--- config.mk ---
export PLATFORM = sky130hd
export DESIGN_NAME = stable_rank_sort_by_align_size
export DESIGN_NICKNAME = d
export VERILOG_FILES = /design/src/hw/rtl/srs_pkg.sv /design/src/hw/rtl/srs_front.sv /design/src/hw/rtl/srs_queue.sv /design/src/hw/rtl/srs_back.sv /design/src/hw/rtl/stable_rank_sort_by_align_size.sv
export SDC_FILE = /design/constraint.sdc
export NUM_CORES = 2
export LEC_CHECK = 0
export ABC_AREA = 1
export BUFFER_PORTS_ARGS = -buffer_cell sky130_fd_sc_hd__clkbuf_2
export CELL_PAD_IN_SITES_DETAIL_PLACEMENT = 1
export CELL_PAD_IN_SITES_GLOBAL_PLACEMENT = 2
export CORE_UTILIZATION = 45
export CTS_BUF_LIST = sky130_fd_sc_hd__clkbuf_4 sky130_fd_sc_hd__clkbuf_8
export CTS_CLUSTER_SIZE = 24
export DETAILED_ROUTE_END_ITERATION = 7
export PLACE_DENSITY_LB_ADDON = 0.1
export RECOVER_POWER = 100
export SLEW_MARGIN = 20
export SYNTH_ARGS = -nofsm -noshare
export SYNTH_HDL_FRONTEND = slang
export SYNTH_SLANG_ARGS = --single-unit
--- constraint.sdc ---
create_clock -name clk -period 5.9 [get_ports clk]
set_clock_uncertainty 0.15 [all_clocks]
set_input_delay 0.59 -clock clk [delete_from_list [all_inputs] [get_ports clk]]
set_output_delay 0.59 -clock clk [all_outputs]
set_load 0.03 [all_outputs]
--- src/hw/rtl/srs_pkg.sv ---
// Shared widths, queue depth and command type for the stable rank sorter.
package srs_pkg;

	localparam int ALIGN_W     = 17;
	localparam int SIZE_W      = 32;
	localparam int POS_W       = 5;
	localparam int QUEUE_DEPTH = 4;
	localparam int GRP_SIZE    = 8;
	localparam int GRP_CNT_W   = 4;

	// One classified member as it travels from the front to the back
	typedef struct packed {
		logic [ALIGN_W-1:0] align;
		logic [SIZE_W-1:0]  size;
		logic               last;
		logic               drop;
	} srs_cmd_t;

endpackage

--- src/hw/rtl/srs_front.sv ---
// Front end: accepts members, tags each one as kept or dropped, pushes it to the queue.
module srs_front import srs_pkg::*; #(
	parameter int MAX_MEMBERS = 32
) (
	input  logic               clk,
	input  logic               arst_n,
	input  logic               in_valid,
	output logic               in_stall,
	input  logic [ALIGN_W-1:0] member_alignment,
	input  logic [SIZE_W-1:0]  member_size,
	input  logic               last_member,
	input  logic               q_full,
	output logic               push,
	output srs_cmd_t           cmd
);

	localparam int CW = $clog2(MAX_MEMBERS + 1);

	logic [CW-1:0] count_q;
	logic          full_list;

	assign in_stall  = q_full;
	assign push      = in_valid && !q_full;
	assign full_list = (count_q == CW'(MAX_MEMBERS));

	// classify the member
	always_comb begin
		cmd.align = member_alignment;
		cmd.size  = member_size;
		cmd.last  = last_member;
		cmd.drop  = full_list;
	end

	// members seen in the current list, saturating at capacity
	always_ff @(posedge clk or negedge arst_n) begin
		if (!arst_n) begin
			count_q <= '0;
		end else if (push) begin
			if (last_member) begin
				count_q <= '0;
			end else if (!full_list) begin
				count_q <= count_q + CW'(1);
			end
		end
	end

endmodule

--- src/hw/rtl/srs_queue.sv ---
// Short command queue between the front end and the rank engine.
module srs_queue import srs_pkg::*; (
	input  logic     clk,
	input  logic     arst_n,
	input  logic     push,
	input  srs_cmd_t push_cmd,
	output logic     full,
	output logic     pop_valid,
	input  logic     pop,
	output srs_cmd_t pop_cmd
);

	localparam int PW = $clog2(QUEUE_DEPTH);
	localparam int NW = $clog2(QUEUE_DEPTH + 1);

	srs_cmd_t      entry_q [QUEUE_DEPTH];
	logic [PW-1:0] wr_ptr_q;
	logic [PW-1:0] rd_ptr_q;
	logic [NW-1:0] fill_q;
	logic          do_push;
	logic          do_pop;

	assign full      = (fill_q == NW'(QUEUE_DEPTH));
	assign pop_valid = (fill_q != '0);
	assign pop_cmd   = entry_q[rd_ptr_q];
	assign do_push   = push && !full;
	assign do_pop    = pop && pop_valid;

	// entry storage
	always_ff @(posedge clk) begin
		if (do_push) begin
			entry_q[wr_ptr_q] <= push_cmd;
		end
	end

	// pointers and fill level
	always_ff @(posedge clk or negedge arst_n) begin
		if (!arst_n) begin
			wr_ptr_q <= '0;
			rd_ptr_q <= '0;
			fill_q   <= '0;
		end else begin
			if (do_push) begin
				wr_ptr_q <= (wr_ptr_q == PW'(QUEUE_DEPTH - 1)) ? '0 : wr_ptr_q + PW'(1);
			end
			if (do_pop) begin
				rd_ptr_q <= (rd_ptr_q == PW'(QUEUE_DEPTH - 1)) ? '0 : rd_ptr_q + PW'(1);
			end
			if (do_push && !do_pop) begin
				fill_q <= fill_q + NW'(1);
			end else if (do_pop && !do_push) begin
				fill_q <= fill_q - NW'(1);
			end
		end
	end

endmodule

--- src/hw/rtl/srs_back.sv ---
// Rank engine: a row of member cells that keep live ranks, and the result walk.
module srs_back import srs_pkg::*; #(
	parameter int MAX_MEMBERS = 32
) (
	input  logic             clk,
	input  logic             arst_n,
	input  logic             cmd_valid,
	input  srs_cmd_t         cmd,
	output logic             cmd_pop,
	output logic             out_valid,
	input  logic             out_stall,
	output logic [POS_W-1:0] new_position,
	output logic             last_position,
	output logic             overflow
);

	localparam int IW    = $clog2(MAX_MEMBERS);
	localparam int CW    = $clog2(MAX_MEMBERS + 1);
	localparam int NG    = (MAX_MEMBERS + GRP_SIZE - 1) / GRP_SIZE;
	localparam int PADW  = NG * GRP_SIZE;
	localparam int KEY_W = ALIGN_W + SIZE_W;

	typedef enum logic [1:0] {ST_LOAD, ST_DRAIN, ST_EMIT} state_t;

	state_t                state_q;
	logic [CW-1:0]         count_q;
	logic                  ovf_q;
	logic [IW-1:0]         emit_q;
	logic                  out_valid_q;
	logic [POS_W-1:0]      new_position_q;
	logic                  last_position_q;
	logic                  overflow_q;

	logic [KEY_W-1:0]      key_q   [MAX_MEMBERS];
	logic [IW-1:0]         rank_q  [MAX_MEMBERS];
	logic [IW-1:0]         rank_nx [MAX_MEMBERS];

	logic                  valid_s1;
	logic [PADW-1:0]       ge_s1;
	logic [IW-1:0]         idx_s1;
	logic                  valid_s2;
	logic [GRP_CNT_W-1:0]  grp_s2 [NG];
	logic [IW-1:0]         idx_s2;

	logic [KEY_W-1:0]      new_key;
	logic [PADW-1:0]       ge_c;
	logic [GRP_CNT_W-1:0]  grp_c [NG];
	logic                  append;
	logic [CW-1:0]         sum_acc;
	logic [IW-1:0]         rank_sum;
	logic                  load_out;
	logic                  emit_last;
	logic [POS_W+IW-1:0]   pos_ext;

	assign new_key   = {cmd.align, cmd.size};
	assign cmd_pop   = (state_q == ST_LOAD) && cmd_valid;
	assign append    = cmd_pop && !cmd.drop;
	assign load_out  = (state_q == ST_EMIT) && (!out_valid_q || !out_stall);
	assign emit_last = (CW'(emit_q) + CW'(1) == count_q);
	assign pos_ext   = {{POS_W{1'b0}}, rank_q[emit_q]};

	assign out_valid     = out_valid_q;
	assign new_position  = new_position_q;
	assign last_position = last_position_q;
	assign overflow      = overflow_q;

	// compare the new member against every stored cell: cell sorts ahead on >=
	always_comb begin
		ge_c = '0;
		for (int k = 0; k < MAX_MEMBERS; k++) begin
			ge_c[k] = (CW'(k) < count_q) && (key_q[k] >= new_key);
		end
	end

	// population count of each group of registered compare bits
	always_comb begin
		for (int g = 0; g < NG; g++) begin
			grp_c[g] = '0;
			for (int b = 0; b < GRP_SIZE; b++) begin
				grp_c[g] = grp_c[g] + GRP_CNT_W'(ge_s1[g * GRP_SIZE + b]);
			end
		end
	end

	// adder over the registered group counts gives the new member's rank
	always_comb begin
		sum_acc = '0;
		for (int g = 0; g < NG; g++) begin
			sum_acc = sum_acc + CW'(grp_s2[g]);
		end
		rank_sum = sum_acc[IW-1:0];
	end

	// rank update: fresh rank lands at stage 2, older cells bump at stage 1
	always_comb begin
		for (int k = 0; k < MAX_MEMBERS; k++) begin
			rank_nx[k] = (valid_s2 && (idx_s2 == IW'(k))) ? rank_sum : rank_q[k];
			if (valid_s1 && (IW'(k) < idx_s1) && !ge_s1[k]) begin
				rank_nx[k] = rank_nx[k] + IW'(1);
			end
		end
	end

	// cell keys, ranks and compare pipeline
	always_ff @(posedge clk) begin
		if (append) begin
			key_q[count_q[IW-1:0]] <= new_key;
		end
		ge_s1  <= ge_c;
		idx_s1 <= count_q[IW-1:0];
		for (int g = 0; g < NG; g++) begin
			grp_s2[g] <= grp_c[g];
		end
		idx_s2 <= idx_s1;
		for (int k = 0; k < MAX_MEMBERS; k++) begin
			rank_q[k] <= rank_nx[k];
		end
	end

	// sequencer: load members, drain the rank pipe, walk the results out
	always_ff @(posedge clk or negedge arst_n) begin
		if (!arst_n) begin
			state_q         <= ST_LOAD;
			count_q         <= '0;
			ovf_q           <= 1'b0;
			emit_q          <= '0;
			valid_s1        <= 1'b0;
			valid_s2        <= 1'b0;
			out_valid_q     <= 1'b0;
			new_position_q  <= '0;
			last_position_q <= 1'b0;
			overflow_q      <= 1'b0;
		end else begin
			valid_s1 <= append;
			valid_s2 <= valid_s1;
			// result register: load a new transfer or clear once taken
			if (load_out) begin
				out_valid_q <= 1'b1;
			end else if (!out_stall) begin
				out_valid_q <= 1'b0;
			end
			unique case (state_q)
				ST_LOAD: begin
					if (cmd_pop) begin
						if (append) begin
							count_q <= count_q + CW'(1);
						end
						if (cmd.drop) begin
							ovf_q <= 1'b1;
						end
						if (cmd.last) begin
							state_q <= ST_DRAIN;
						end
					end
				end
				ST_DRAIN: begin
					if (!valid_s1 && !valid_s2) begin
						emit_q  <= '0;
						state_q <= ST_EMIT;
					end
				end
				ST_EMIT: begin
					if (load_out) begin
						new_position_q  <= pos_ext[POS_W-1:0];
						last_position_q <= emit_last;
						overflow_q      <= ovf_q;
						if (emit_last) begin
							count_q <= '0;
							ovf_q   <= 1'b0;
							state_q <= ST_LOAD;
						end else begin
							emit_q <= emit_q + IW'(1);
						end
					end
				end
				default: begin
					state_q <= ST_LOAD;
				end
			endcase
		end
	end

	// checks
	a_count_cap: assert property (@(posedge clk) disable iff (!arst_n)
		count_q <= CW'(MAX_MEMBERS))
		else $error("member count above capacity");

	a_pipe_empty_emit: assert property (@(posedge clk) disable iff (!arst_n)
		(state_q == ST_EMIT) |-> (!valid_s1 && !valid_s2))
		else $error("result walk started with ranks still in flight");

	a_emit_nonempty: assert property (@(posedge clk) disable iff (!arst_n)
		(state_q == ST_EMIT) |-> (count_q != '0))
		else $error("result walk over an empty list");

	a_run_closes: assert property (@(posedge clk) disable iff (!arst_n)
		(load_out && emit_last) |=> (count_q == '0 && !ovf_q && state_q == ST_LOAD))
		else $error("list state not cleared after final result");

endmodule

--- src/hw/rtl/stable_rank_sort_by_align_size.sv ---
// Top level: stable descending rank of members by alignment, then size.
// Members transfer at one per cycle while the queue is not full; the front tags them and a
// 4-entry queue feeds the rank cells. Each member is compared with all stored cells at once
// and its rank is built by the compare pipe. After the last member leaves the queue, the walk
// over the rank cells gives one result per cycle unless stalled (n results for n kept members).
// Reset (arst_n low, asynchronous) clears counts, queue and flags; stored members are not cleared.
module stable_rank_sort_by_align_size import srs_pkg::*; #(
	parameter int MAX_MEMBERS = 32
) (
	input  logic               clk,
	input  logic               arst_n,
	input  logic               in_valid,
	output logic               in_stall,
	input  logic [ALIGN_W-1:0] member_alignment,
	input  logic [SIZE_W-1:0]  member_size,
	input  logic               last_member,
	output logic               out_valid,
	input  logic               out_stall,
	output logic [POS_W-1:0]   new_position,
	output logic               last_position,
	output logic               overflow
);

	logic     q_full;
	logic     push;
	srs_cmd_t push_cmd;
	logic     pop_valid;
	logic     pop;
	srs_cmd_t pop_cmd;

	srs_front #(.MAX_MEMBERS(MAX_MEMBERS)) u_front (
		.clk              (clk),
		.arst_n           (arst_n),
		.in_valid         (in_valid),
		.in_stall         (in_stall),
		.member_alignment (member_alignment),
		.member_size      (member_size),
		.last_member      (last_member),
		.q_full           (q_full),
		.push             (push),
		.cmd              (push_cmd)
	);

	srs_queue u_queue (
		.clk       (clk),
		.arst_n    (arst_n),
		.push      (push),
		.push_cmd  (push_cmd),
		.full      (q_full),
		.pop_valid (pop_valid),
		.pop       (pop),
		.pop_cmd   (pop_cmd)
	);

	srs_back #(.MAX_MEMBERS(MAX_MEMBERS)) u_back (
		.clk           (clk),
		.arst_n        (arst_n),
		.cmd_valid     (pop_valid),
		.cmd           (pop_cmd),
		.cmd_pop       (pop),
		.out_valid     (out_valid),
		.out_stall     (out_stall),
		.new_position  (new_position),
		.last_position (last_position),
		.overflow      (overflow)
	);

endmodule

==> reports/metrics.yaml <==
status:
  outcome: "finished, violations left"
  violations: "max-capacitance violations, max-slew violations"
clock_tree:
  cts_resized: 0
  cts_tree: "yes"
  clockBufferDepth: 4
  post_cts_buffers: 0
  clkTransAtPathRegs_ns: 0.06
  clock_latency_ns: 1.13
  h-tree-depth: 5
  holdBufCountCts: 58
  root_buffer: "clkbuf_8"
  cts.sinks: 2027
  numCtsBuffers: 378
route:
  vias: 83340
  vias_per_cell: 5.822
  drt_first_pass_iters: 5
  detail-route-antenna-nets: 0
  wl_per_cell_microns: 29.88
  routed_wl_microns: 427700
  drc_errors: 0
  drtIter0Drc: 8783
die:
  floorplan.initialDensity: 0.4543
  rows: 179
  die-area_sq_um: 242700
  die_h_microns: 492.7
  io_pins: 63
  core_sq_um: 238500
  fp.dieW_microns: 492.7
worst_setup_path:
  crit_type: "flop to flop"
  crit_family: "buffers and inverters"
  ff2ff_path_depth: 4
  slowest_delay_ns: 2.95
  startpoint_type: "flop"
  cp_max_fo: 38
  slowest_stage: "clkbuf_1"
  cp-end-kind: "flop"
  arrival_ns: 5.65
  crit_required_ns: 5.97
  critPathBufInv: 2
  cp.depth: 4
  path_cells: "buf_4 -> nand2_1 -> a32oi_4 -> clkbuf_1"
layout:
  mostFrequentLayoutCell: "nand2_1"
  drive_above_1_share: 0.08469
  final_area_sq_um: 122200
  stdcell_count: 14310
  final_cell_mix: "nand2_1, edfxtp_1, ha_1"
  fillers: 25940
  regArea_sq_um: 58560
  final_nets: 12530
  multi_input_area_sq_um: 46420
  syn2layout_area_growth_pct: 12.81
sta:
  worst_pin_slew_ns: 4.218
  maxSlewHeadroom: -1.812
  tns_ns: 0
  hold_ws_ns: 0.1162
  final-setup-viol-count: 0
  rsz0062_at_grt: "no"
  hold_viol: 0
  drv_slew: 2091
  fin_crit_sh: 0.9445
  fmax_ghz: 0.1795
  period_needed_ns: 5.573
synthesis:
  yosys_warnings: 0
  synth.ff_latch_count: 2027
  synthesis.area_sq_um: 108400
  syn_nets: 11880
  synth_edf_count: 1777
  synth_ff_type: "edfxtp_1"
  synthArstFlopShare: 0.01825
  syn_area_per_cell_sq_um: 10.65
  seq_area_frac_synth: 0.5404
  synth_cell_types: 53
  synth_cells: 10180
placement:
  portBuffers: 62
  dp_hpwl_microns: 284400
  place_congestion: 0.9193
  place_inst: 13550
  dpl_cell_area_sq_um: 115400
global_route:
  grt_use_total: 0.3481
  grt_pass1_wl_microns: 600700
  antenna_found_initial: 59
  grt_overflow_total: 0
  grt_pass1_vias: 85300
  grt_max_degree: 61
power:
  total_power_mw: 77.13
  irDropWorstVdd_v: 0.0009666
  power_density_nw_per_um2: 631.0
  leakagePower_nw: 51.45
min_path:
  min_path_type: "input pin to flop"
  whs_path_depth: 4
flow_run:
  cap_violations: 63
## worst min-delay path, stage by stage
cell      delay (ns)
clkbuf_2        0.08
nand2_1         0.22
inv_1           0.28
o21ai_0         0.11
## metal layers
metal / GRT usage / wire, microns / vias to the layer above
li1: - / - / 37160
met1: 0.4588 / 175200 / 41910
met2: 0.5610 / 196200 / 3359
met3: 0.05024 / 32890 / 903
met4: 0.1729 / 23310 / 8
met5: 0 / 46 / -
## stage by stage
| step | util | setup slack, ns |
|---|---|---|
| CTS | 0.5172 | 1.238 |
| finish | 0.5125 | 0.3275 |
| floorplan | - | 0.9527 |
| global route | 0.5122 | 0.5612 |
| detailed placement | 0.4838 | 1.411 |
| global placement | 0.4838 | 1.431 |
## Yosys cell counts, types with 78 or more instances
cell,n,area [sq um]
nand2_1,2352,8828
inv_1,880,3303
nor2_1,901,3382
dfxtp_1,213,4264
edfxtp_1,1777,53360
nand4_1,178,1114
xor2_1,78,683.2
nor3_1,97,485.5
o21ai_0,353,1767
a21oi_1,776,3884
nand3_1,328,1642
ha_1,1628,20370
o21a_1,98,735.7
## logic make-up (layout without fill, tap and decap cells)
logic type | count (synthesis) | after routing | share of synthesized area
AOI/OAI and AO/OA | 1418 | 1418 | 0.07200
DFF | 2027 | 2027 | 0.5404
xor gates and xnor gates | 125 | 125 | 0.01017
buffers and inverters | 976 | 1912 | 0.03428
and+or+nand+nor | 3976 | 3976 | 0.1505
other | 0 | 36 | 0
adders and majority gates | 1653 | 1653 | 0.1926
## layout make-up
class | instances | share of cell area
antenna | 36 | 0.0007370
clock buffer | 528 | 0.05372
clock inverter | 142 | 0.006705
inverter | 887 | 0.02731
multi-input combinational | 7172 | 0.3798
sequential | 2027 | 0.4791
tap | 3167 | 0.03242
timing repair buffer | 355 | 0.02026
## sequential cells by signal, indices dropped and copies added (netlist names), 2 cells and up
| signal | flops |
|---|---|
| u_back.rank_q | 160 |
| u_back.state_q | 2 |
| u_back.idx_s2 | 5 |
| u_back.count_q | 6 |
| u_queue.fill_q | 3 |
| u_back.new_position | 5 |
| u_queue.rd_ptr_q | 2 |
| u_queue.entry_q | 204 |
| u_front.count_q | 6 |
| u_back.emit_q | 5 |
| u_back.key_q | 1568 |
| u_back.idx_s1 | 5 |
| u_back.ge_s1 | 32 |
| u_back.grp_s2 | 16 |
| u_queue.wr_ptr_q | 2 |
## worst paths after layout
| kind | start | end | slack [ns] |
|---|---|---|---|
| worst min register to register | u_back.idx_s1[4] | u_back.idx_s2[4] | 0.25 |
| min in group asynchronous | arst_n | u_queue.rd_ptr_q[0] | 1.28 |
| worst max register to register | u_queue.rd_ptr_q[0] | u_back.key_q[14][47] | 0.33 |
| max in group asynchronous | arst_n | u_back.emit_q[0] | 2.52 |
| worst max-delay path | u_queue.rd_ptr_q[0] | u_back.key_q[14][47] | 0.33 |
| worst min-delay path | in_valid | u_queue.wr_ptr_q[0] | 0.12 |
## power by group
group	internal (mW)	switching (mW)	leakage, nW
combinational	10.8	32.2	29.3
sequential	19.7	0.648	18.2
clock	7.46	6.34	3.94
total	38.0	39.2	51.5
Note: power is estimated with default switching activity, not from simulation.
